**config.mk**
```make
export PLATFORM = sky130hd
export DESIGN_NAME = trigger_to_midi_note_events
export DESIGN_NICKNAME = d
export VERILOG_FILES = /design/src/rtl/t2m_pkg.sv /design/src/rtl/trigger_to_midi_note_events.sv /design/src/rtl/t2m_lane.sv /design/src/rtl/t2m_emit.sv
export SDC_FILE = /design/constraint.sdc
export NUM_CORES = 1
export LEC_CHECK = 0
export ABC_AREA = 1
export BUFFER_PORTS_ARGS = -buffer_cell sky130_fd_sc_hd__buf_4
export CORE_UTILIZATION = 55
export DETAILED_ROUTE_END_ITERATION = 10
export GPL_TIMING_DRIVEN = 0
export PLACE_DENSITY = 0.82
export SLEW_MARGIN = 20
export SYNTH_ARGS = -nofsm -noshare
export SYNTH_HDL_FRONTEND = slang
export SYNTH_HIERARCHICAL = 1
export SYNTH_SLANG_ARGS = --single-unit
```
**constraint.sdc**
```tcl
create_clock -name clk -period 14.4 [get_ports clk]
set_clock_uncertainty 0.05 [all_clocks]
set_input_delay 1.44 -clock clk [delete_from_list [all_inputs] [get_ports clk]]
set_output_delay 1.44 -clock clk [all_outputs]
set_load 0.02 [all_outputs]
```
**src/rtl/t2m_pkg.sv**
```systemverilog
// ---------------------------------------------------------------------------
// t2m_pkg
// shared types, message codes and constants of the trigger to midi block
// ---------------------------------------------------------------------------
package t2m_pkg;

  localparam int TRIGGERS    = 4;
  localparam int CHANNELS    = 4;
  localparam int CH_W        = $clog2(CHANNELS);
  localparam int DETENT_BITS = 2;                 // detent of four counts
  localparam int SLOTS       = TRIGGERS + 2;      // start, stop, one per trigger
  localparam int SLOT_START  = 0;
  localparam int SLOT_STOP   = 1;
  localparam int SLOT_LANE0  = 2;

  localparam logic [1:0] KIND_ON    = 2'd0;
  localparam logic [1:0] KIND_OFF   = 2'd1;
  localparam logic [1:0] KIND_START = 2'd2;
  localparam logic [1:0] KIND_STOP  = 2'd3;

  localparam logic [6:0] NOTE_MAX = 7'd127;
  localparam logic [6:0] VEL_ON   = 7'd127;
  localparam logic [6:0] VEL_OFF  = 7'd0;

  localparam logic signed [15:0] POS_RESET = -16'sd999;
  localparam logic [4:0]         MIDI_CH_RESET = 5'd1;

  typedef struct packed {
    logic [1:0] kind;
    logic [1:0] index;
    logic [6:0] note;
    logic [6:0] vel;
  } msg_t;

  typedef struct packed {
    logic hit;
    msg_t msg;
  } lane_t;

  typedef struct packed {
    logic [SLOTS-1:0] mask;
    msg_t [SLOTS-1:0] slot;
  } batch_t;

  function automatic logic [6:0] reset_note(input logic [CH_W-1:0] idx);
    logic [6:0] n;
    unique case (idx)
      2'd0:    n = 7'd21;
      2'd1:    n = 7'd37;
      2'd2:    n = 7'd53;
      default: n = 7'd77;
    endcase
    return n;
  endfunction

endpackage

```
**src/rtl/trigger_to_midi_note_events.sv**
```systemverilog
// a poll's words are registered in the merge stage's a buffer, then moved to its b buffer to be offered
// one message word per cycle while out_ready is high; a poll yields up to six words, sent
// one after another through the single output port of the merge stage
// a poll that yields no word occupies no buffer
// reset (rst, synchronous): buffers empty, stopped, channel 0, notes 21 37 53 77,
// previous position -999, midi channel 1
// ---------------------------------------------------------------------------
// trigger_to_midi_note_events
// turns polls of trigger, button and encoder pins into midi style message words
// ---------------------------------------------------------------------------
module trigger_to_midi_note_events
  import t2m_pkg::*;
(
  input  logic               clk,
  input  logic               rst,
  // configuration
  input  logic               cfg_write,
  input  logic [4:0]         cfg_data,
  // poll channel
  input  logic               in_valid,
  output logic               in_ready,
  input  logic [3:0]         trigger_levels,
  input  logic               select_button,
  input  logic signed [15:0] encoder_position,
  input  logic               start_button,
  input  logic               stop_button,
  // message channel
  output logic               out_valid,
  input  logic               out_ready,
  output logic [1:0]         message_kind,
  output logic [1:0]         trigger_index,
  output logic [6:0]         note_number,
  output logic [6:0]         velocity,
  output logic               last
);

  // poll state
  logic [TRIGGERS-1:0]   prev_trig;
  logic                  prev_sel;
  logic signed [15:0]    prev_pos;
  logic [CH_W-1:0]       channel;
  logic [6:0]            notes [CHANNELS];
  logic                  running;
  // midi channel register; stored only, no word field carries it
  logic [4:0]            chan_reg;

  logic                  in_fire;
  logic                  start_ev;
  logic                  run_mid;
  logic                  stop_ev;
  logic                  running_next;
  logic [CH_W-1:0]       channel_next;
  logic                  step_en;
  logic                  pos_fell;
  logic [6:0]            cur_note;
  logic [6:0]            stepped_note;
  logic [6:0]            notes_next [CHANNELS];
  lane_t [TRIGGERS-1:0]  lanes;
  batch_t                new_batch;
  msg_t                  out_msg;

  assign in_fire = in_valid && in_ready;

  // start then stop in one poll: start flips running on, stop flips it back
  assign start_ev     = start_button && !running;
  assign run_mid      = running || start_ev;
  assign stop_ev      = stop_button && run_mid;
  assign running_next = run_mid && !stop_ev;

  // select button rising edge advances the channel, wrapping
  assign channel_next = channel + CH_W'(select_button && !prev_sel);

  // encoder moved onto a detent: step the selected channel's note
  assign step_en  = (encoder_position != prev_pos) &&
                    (encoder_position[DETENT_BITS-1:0] == '0);
  assign pos_fell = prev_pos > encoder_position;
  assign cur_note = notes[channel_next];

  always_comb begin
    // falling count raises the note, rising count lowers it, both saturate
    if (pos_fell) begin
      stepped_note = (cur_note == NOTE_MAX) ? cur_note : cur_note + 7'd1;
    end else begin
      stepped_note = (cur_note == 7'd0) ? cur_note : cur_note - 7'd1;
    end
    for (int c = 0; c < CHANNELS; c++) begin
      notes_next[c] = (step_en && (channel_next == CH_W'(c))) ? stepped_note : notes[c];
    end
  end

  // one lane per trigger, all reading the updated note table
  for (genvar i = 0; i < TRIGGERS; i++) begin : g_lane
    t2m_lane u_lane (
      .level_now    (trigger_levels[i]),
      .level_before (prev_trig[i]),
      .note         (notes_next[i]),
      .lane_index   (2'(i)),
      .lane         (lanes[i])
    );
  end

  // gather this poll's words in emit order: start, stop, triggers 0..3
  always_comb begin
    new_batch = '0;
    new_batch.mask[SLOT_START]       = start_ev;
    new_batch.slot[SLOT_START].kind  = KIND_START;
    new_batch.mask[SLOT_STOP]        = stop_ev;
    new_batch.slot[SLOT_STOP].kind   = KIND_STOP;
    for (int i = 0; i < TRIGGERS; i++) begin
      new_batch.mask[SLOT_LANE0+i] = lanes[i].hit;
      new_batch.slot[SLOT_LANE0+i] = lanes[i].msg;
    end
  end

  t2m_emit u_emit (
    .clk       (clk),
    .rst       (rst),
    .in_fire   (in_fire),
    .new_batch (new_batch),
    .in_ready  (in_ready),
    .out_valid (out_valid),
    .out_ready (out_ready),
    .out_msg   (out_msg),
    .out_last  (last)
  );

  assign message_kind  = out_msg.kind;
  assign trigger_index = out_msg.index;
  assign note_number   = out_msg.note;
  assign velocity      = out_msg.vel;

  // state commits when the poll is taken
  always_ff @(posedge clk) begin
    if (rst) begin
      prev_trig <= '0;
      prev_sel  <= 1'b0;
      prev_pos  <= POS_RESET;
      channel   <= '0;
      running   <= 1'b0;
      for (int c = 0; c < CHANNELS; c++) begin
        notes[c] <= reset_note(CH_W'(c));
      end
    end else if (in_fire) begin
      prev_trig <= trigger_levels;
      prev_sel  <= select_button;
      prev_pos  <= encoder_position;
      channel   <= channel_next;
      running   <= running_next;
      for (int c = 0; c < CHANNELS; c++) begin
        notes[c] <= notes_next[c];
      end
    end
  end

  always_ff @(posedge clk) begin
    if (rst) begin
      chan_reg <= MIDI_CH_RESET;
    end else if (cfg_write) begin
      chan_reg <= cfg_data;
    end
  end

endmodule

```
**src/rtl/t2m_lane.sv**
```systemverilog
// ---------------------------------------------------------------------------
// t2m_lane
// edge detect on one trigger input and build its note message
// ---------------------------------------------------------------------------
module t2m_lane
  import t2m_pkg::*;
(
  input  logic       level_now,
  input  logic       level_before,
  input  logic [6:0] note,
  input  logic [1:0] lane_index,
  output lane_t      lane
);

  always_comb begin
    lane.hit        = level_now ^ level_before;
    // high level is released, low level is active
    lane.msg.kind   = level_now ? KIND_OFF : KIND_ON;
    lane.msg.index  = lane_index;
    lane.msg.note   = note;
    lane.msg.vel    = level_now ? VEL_OFF : VEL_ON;
  end

endmodule

```
**src/rtl/t2m_emit.sv**
```systemverilog
// ---------------------------------------------------------------------------
// t2m_emit
// merge stage: holds up to two polls, sends one message per ready cycle
// ---------------------------------------------------------------------------
module t2m_emit
  import t2m_pkg::*;
(
  input  logic   clk,
  input  logic   rst,
  input  logic   in_fire,
  input  batch_t new_batch,
  output logic   in_ready,
  output logic   out_valid,
  input  logic   out_ready,
  output msg_t   out_msg,
  output logic   out_last
);

  logic             a_valid;
  batch_t           a_batch;
  logic [SLOTS-1:0] b_mask;
  msg_t [SLOTS-1:0] b_slot;
  logic [SLOTS-1:0] sel_bit;
  logic             out_fire;
  logic             b_done;
  logic             a_move;

  // lowest pending slot goes first
  assign sel_bit   = b_mask & (~b_mask + SLOTS'(1));
  assign out_valid = |b_mask;
  assign out_last  = (b_mask & ~sel_bit) == '0;
  assign out_fire  = out_valid && out_ready;
  assign b_done    = !out_valid || (out_fire && out_last);
  assign a_move    = a_valid && b_done;
  assign in_ready  = !a_valid || a_move;

  always_comb begin
    out_msg = '0;
    for (int k = 0; k < SLOTS; k++) begin
      if (sel_bit[k]) out_msg = b_slot[k];
    end
  end

  always_ff @(posedge clk) begin
    if (rst) begin
      a_valid <= 1'b0;
      b_mask  <= '0;
    end else begin
      if (in_fire && (new_batch.mask != '0)) begin
        a_valid <= 1'b1;
      end else if (a_move) begin
        a_valid <= 1'b0;
      end
      if (a_move) begin
        b_mask <= a_batch.mask;
      end else if (out_fire) begin
        b_mask <= b_mask & ~sel_bit;
      end
    end
  end

  always_ff @(posedge clk) begin
    if (in_fire) a_batch <= new_batch;
    if (a_move) b_slot <= a_batch.slot;
  end

endmodule

```
Word level (Yosys, flattened, before mapping). Memory sizes are Yosys's and may differ from the RTL's. Cells that the tools add are included.

Bits in registers: 165. Bits in latches: 0. Bits in writable memories: 28. ROM bits: 0. Output and inout bits: 21. Logic and storage cells: 123. Memories kept: 1.

Add/sub/neg operators: 4. Multiply operators: 0. Div/mod/pow operators: 0. $lt $le $gt $ge: 1. Equality and inequality tests: 5. Shifts and indexed selects: 0. Multiplexer cells: 38. Bitwise logic cells: 12. Reduce and logical (&&, ||, !) cells: 30.

Memory list: notes (depth 4, bits a word 7, read ports 5, clocked after Yosys merged registers in 0, wr ports 4, line trigger_to_midi_note_events.sv:42) `logic [6:0] notes [CHANNELS];`.

Operators by type and width (count): 2-to-1 mux 7 bit (19); 2-to-1 mux 18 bit (6); > comparator 16 bit (1); != test 16 bit (1); logical AND 1 bit (14); AND 6 bit (2); 2-to-1 mux 6 bit (2); NOT 6 bit (2); 2-to-1 mux 1 bit (11); adder 7 x 1 -> 7 bit, second input constant (1); == test 7 bit, second input constant (1); zero test 7 bit (1); subtractor 7 x 1 -> 7 bit, second input constant (1); adder 6 x 1 -> 6 bit, second input constant (1); zero test 6 bit (1); nonzero test 6 bit (1); OR reduction 6 bit (1); zero test 1 bit (5); == test 2 bit, second input constant (2); zero test 2 bit (2); bitwise OR 1 bit (4); nonzero test 2 bit (2); XOR 1 bit (4); logical OR 1 bit (3); 2 further kinds (2).

Depth between registers and ports, before layout.
Depth in word-level cells: 15. Gate-level depth with buffers: 21.

Hierarchy. Netlist, hierarchy kept.

By module, submodules not included: t2m_emit (instances 1, cells an instance 443, area each 7881.3 µm², sequential area each 6806.5 µm²); trigger_to_midi_note_events (instances 1, cells an instance 499, area each 3578.4 µm², sequential area each 1321.3 µm²); t2m_lane (instances 4, cells an instance 23, area each 152.6 µm², sequential area each 0.0 µm²).

Worst setup path after synthesis. OpenSTA, ideal clock, no wires.

Kind: in2reg. Start: input port out_ready. End: memory notes[0][0], enable pin. Setup time: 0.403 ns. Data arrival time: 5.703 ns. Required time: 13.947 ns. Setup slack: 8.244 ns. Stages on the path: 7. Buffers on the path: 1. Cells stage by stage: nand4_2 nand3_1 nand2_1 inv_1 nor2_1 inv_1 clkbuf_1.

RTL lines: start: declaration (line trigger_to_midi_note_events.sv:29) `input logic out_ready,`; end: declaration (line trigger_to_midi_note_events.sv:42).

Final worst setup path.
Start: register u_emit.b_mask[0]. End: output port note_number[3].

Cells in the longest elaborated chain, start to end: 8.

RTL lines: start: declaration (line t2m_emit.sv:21) `logic [SLOTS-1:0] b_mask;`; start signal: assignment (line t2m_emit.sv:55) `b_mask <= a_batch.mask;`; start signal: assignment (line t2m_emit.sv:57) `b_mask <= b_mask & ~sel_bit;`; NOT 6 bit * (line t2m_emit.sv:29) `assign sel_bit = b_mask & (~b_mask + SLOTS'(1));`; adder 6 x 1 -> 6 bit * (line t2m_emit.sv:29); AND 6 bit * (line t2m_emit.sv:29); 2-to-1 mux 18 bit (4 in series) (line t2m_emit.sv:40) `if (sel_bit[k]) out_msg = b_slot[k];`; 2-to-1 mux 18 bit * (line t2m_emit.sv:40); end: declaration (line trigger_to_midi_note_events.sv:32) `output logic [6:0] note_number,`.

Every way passes the cells marked *; elsewhere a longest branch is shown, timed or not.

==> results by stage <==
Placed design:
- The total of buffers placed on input and output ports is 47.
- The post-detailed-placement half-perimeter wirelength is 15,200 um.
- The congestion estimate from routability-driven global placement came to 0.855.
- In this run the cell area measured after placement is 13,000 sq um.
- The setup slack at placement is 10,220 ps.

GRT:
- The first global-routing pass estimated 36,200 um of wire.
- The initial antenna violation count came to 0.
- The via count of the first global-routing pass came to 7,086.
- Entering global routing, the biggest net connects 89 pins.
- Summed over all layers, the global routing overflow is 0.
- The aggregate global-route resource usage is 0.212.

Clocking:
- Gates resized during post-CTS repair numbered 0.
- The CTS tree is done.
- CTS placed an instance of sky130_fd_sc_hd__clkbuf_16 at the clock tree root.
- The hold buffer count at cts is 0.
- In this run the number of H-tree levels came out at 1.
- Post-CTS timing repair inserted 0 buffers for setup.
- The maximum root-to-sink buffer count is 3.
- The clock input transition at the sequential cells of the worst setup and hold paths is 60 ps.
- Clock tree synthesis found a total of 281 sinks.
- The number of buffers added by the clock tree synthesis step is 27.
- The clock latency on the worst-skew pair is 530 ps.

STA:
- The period utilization is 0.276.
- Setup repair after global routing left no endpoint under its margin.
- The worst-case setup margin in the final layout is 10,420 ps.
- For this run, the top clock speed supported by timing is 251 MHz.
- The setup total negative slack is 0 ps.
- The final hold violation count is 0.
- Headroom to the max-slew limit came out at 0.386.
- The time the worst path needs with I/O delays and setup is 3980 ps.
- For the pin with the worst max-slew slack, the measured transition is 918 ps.
- The number of slew-limit violations in the final report is 0.
- The total of endpoints with negative setup slack in the final report is 0.

Worst hold path:
- The startpoint of the tightest hold check path is u_emit/a_batch[100].
- The class of the most critical hold timing path is flop to flop.

Synthesis:
- The primary flip-flop cell chosen by synthesis mapping is sky130_fd_sc_hd__edfxtp_1.
- Of the post-synthesis cell area, the part taken by muxes is 0.
- Yosys mapped a number of flops with a built-in enable equal to 250.
- For this run, asynchronously set or reset flops after synthesis account for 0.
- Of the total synthesized cell area, the portion taken by AND, OR, NAND and NOR gates is 0.179.
- The flop and latch count out of synthesis is 281.
- The synthesized-area fraction occupied by xor and xnor cells is 0.00218.
- The post-synthesis cell area is 12,100 sq um.
- After technology mapping, the gate count stands at 1,034.
- The share of Yosys cell area claimed by the top area cell type is 0.622.
- The cell with the most instances after synthesis is sky130_fd_sc_hd__edfxtp_1.
- Of all cell types, the one taking the most synthesized area is sky130_fd_sc_hd__edfxtp_1.
- Of the total synthesized cell area, the portion taken by full adders, half adders and majority gates is 0.0207.
- The sequential element share of the synthesized area is 0.673.
- Sorting the synthesized cells by area gives the leading types as sky130_fd_sc_hd__edfxtp_1 62%, sky130_fd_sc_hd__nand2_1 7.2%, sky130_fd_sc_hd__dfxtp_1 5.1%.
- The post-synthesis area per instance is 11.7 sq um.
- The number of distinct library cell variants in the gate-level netlist after synthesis is 43.
- By count the netlist is led by 250 x sky130_fd_sc_hd__edfxtp_1, 230 x sky130_fd_sc_hd__nand2_1, 124 x sky130_fd_sc_hd__nand3_1, 79 x sky130_fd_sc_hd__inv_1, 68 x sky130_fd_sc_hd__buf_4.
- The complex-gate fraction of the synthesized area was 0.0389.
- By area, the combinational part of the netlist is dominated by simple AND/OR/NAND/NOR gates.
- The Yosys step of the flow raised 6 warnings.

Worst setup path:
- The worst endpoint required time is 12,910 ps.
- The worst setup path is captured at an output pin.
- The highest-delay cell along the critical path is sky130_fd_sc_hd__nor4_4.
- The category of the most critical setup path is flop to output pin.
- The sort of element at the start of the critical path is a flop.
- Traced cell by cell, the critical path runs through buf_6 > nor4_4 > buf_2 > a21oi_1 > nand3_1 > buf_4.
- In this run the worst setup path begins at u_emit/b_mask[0].
- The largest incremental delay on the critical path is 620 ps.
- The startpoint of the most critical register-to-register path is u_emit/b_mask[0].
- Of all nets on the critical path, the largest fanout is 10.
- For the worst setup path, the data arrival time is 2490 ps.

Finish:
- The finished cells cover 13,800 sq um.
- Summing all multi-input logic gate instances after layout gives 3090 sq um.
- The antenna cell count is 0.
- The ratio of cells with drive above 1 in the final layout is 0.207.
- The sequential standard cell area is 8130 sq um.
- The synthesis-to-layout area growth is 14.5%.
- The final layout contains 1,208 nets.
- The layout has 1,501 filler cells.

Routing:
- The final route contains 7,492 vias.
- For this run, design rule violations remaining after detail routing come to 0.
- The average via count per standard cell is 5.17.
- In this run the remaining antenna-violating nets after routing total 0.
- In this run, the number of DRC markers left after iteration 0 of detailed routing was 586.
- In the final routed layout, each cell accounts on average for 16.0 um.
- The first TritonRoute pass finished after 6 iterations.
- The routed design has 23,100 um of wire.

Floorplan:
- The area enclosed by the die boundary is 22,500 sq um.
- The height of the die is 150 um.
- The floorplan has 53 rows.
- The initial standard-cell utilization of the core is 0.567.
- The core area is 21,300 sq um.
- During I/O placement, the number of pins put on the boundary was 54.
- The width of the die is 150 um.

Power and ir drop:
- Across the VDD grid, the largest voltage drop is 0.0989 mV.
- The analysis attributes to cell leakage a power of 5.57 nW.
- The ratio of total power to cell area is 183 nW/um^2.

Status:
- The flow ran to the end, and the final reports show no timing, DRC or antenna violations.

Job:
- The total of max-cap violations is 0.
## final cells by class
class / count / share of cell area
buffer: 94 / 0.0482
clock buffer: 36 / 0.0513
clock inverter: 12 / 0.00661
inverter: 92 / 0.0261
multi-input combinational: 609 / 0.223
sequential: 281 / 0.588
tap: 275 / 0.0249
timing repair buffer: 50 / 0.0315
## per-stage QoR
| stage | util | total power, mW | hold WS (ps) | std cells |
|---|---|---|---|---|
| 2_1_floorplan | - | 1.63 | 350 | 1076 |
| 3_3_place_gp | 0.607 | 1.86 | 350 | 1398 |
| 3_5_place_dp | 0.612 | 1.89 | 355 | 1401 |
| 4_1_cts | 0.649 | 2.55 | 359 | 1449 |
| 5_1_grt | 0.649 | 2.66 | 367 | 1449 |
| 6_report | 0.649 | 2.53 | 360 | 1449 |
## per-layer routing
layer | wire (um) | part of all wire | track usage
met5 | 0 | 0 | 0
met4 | 563 | 0.024 | 0.0773
met3 | 1200 | 0.052 | 0.0309
met2 | 11700 | 0.51 | 0.372
met1 | 9660 | 0.42 | 0.267
## placed cells by master, fill, tap and decap left out, drive strengths merged, types with 7 or more instances in the layout
| cell | synthesis | final |
|---|---|---|
| nand3 | 130 | 130 |
| nand2 | 257 | 257 |
| inv | 90 | 91 |
| a21oi | 39 | 39 |
| nand4 | 7 | 7 |
| o21ai | 30 | 30 |
| dfxtp | 31 | 31 |
| edfxtp | 250 | 250 |
| ha | 20 | 20 |
| conb | 6 | 48 |
| buf | 83 | 133 |
| clkinv | 2 | 12 |
| clkbuf | 11 | 47 |
| or2 | 8 | 8 |
| nor2 | 47 | 47 |
## final timing paths
| path | endpoint | slack [ps] | cells after the start |
|---|---|---|---|
| hold reg to reg | u_emit/b_slot[100] | 360 | 0 |
| hold / removal | u_emit/b_slot[100] | 360 | 0 |
| setup / recovery | note_number[3] | 10420 | 6 |
| setup reg to reg | prev_pos[8] | 11130 | 11 |
## power breakdown
group	switching, mW	total [mW]	internal, mW
sequential	0.0413	1.10	1.05
clock	0.286	0.650	0.364
combinational	0.525	0.787	0.262
total	0.852	2.53	1.68
## logic make-up after synthesis
kind of cell	count (synthesis)
AO/OA/AOI/OAI	82
AND/OR/NAND/NOR	456
buffers and inverters	186
other	6
adder cells (fa/ha/maj)	20
flip-flops	281
XOR/XNOR	3
## sequential cells by signal, summed over array words and instances, names as in the netlist
| register | cells |
|---|---|
| notes | 28 |
| u_emit/b_mask | 6 |
| prev_trig | 4 |
| prev_sel | 1 |
| prev_pos | 16 |
| u_emit/b_slot | 108 |
| channel | 2 |
| u_emit/a_valid | 1 |
| running | 1 |
| u_emit/a_batch | 114 |
## critical path, delay by kind of cell, from the launching register on
family                 cells  cell delay [ps]
AND/OR/NAND/NOR            2              790
buffers and inverters      3              700
flip-flops                 1              310
AO/OA/AOI/OAI              1              130
(Power assumes the default switching activity.)
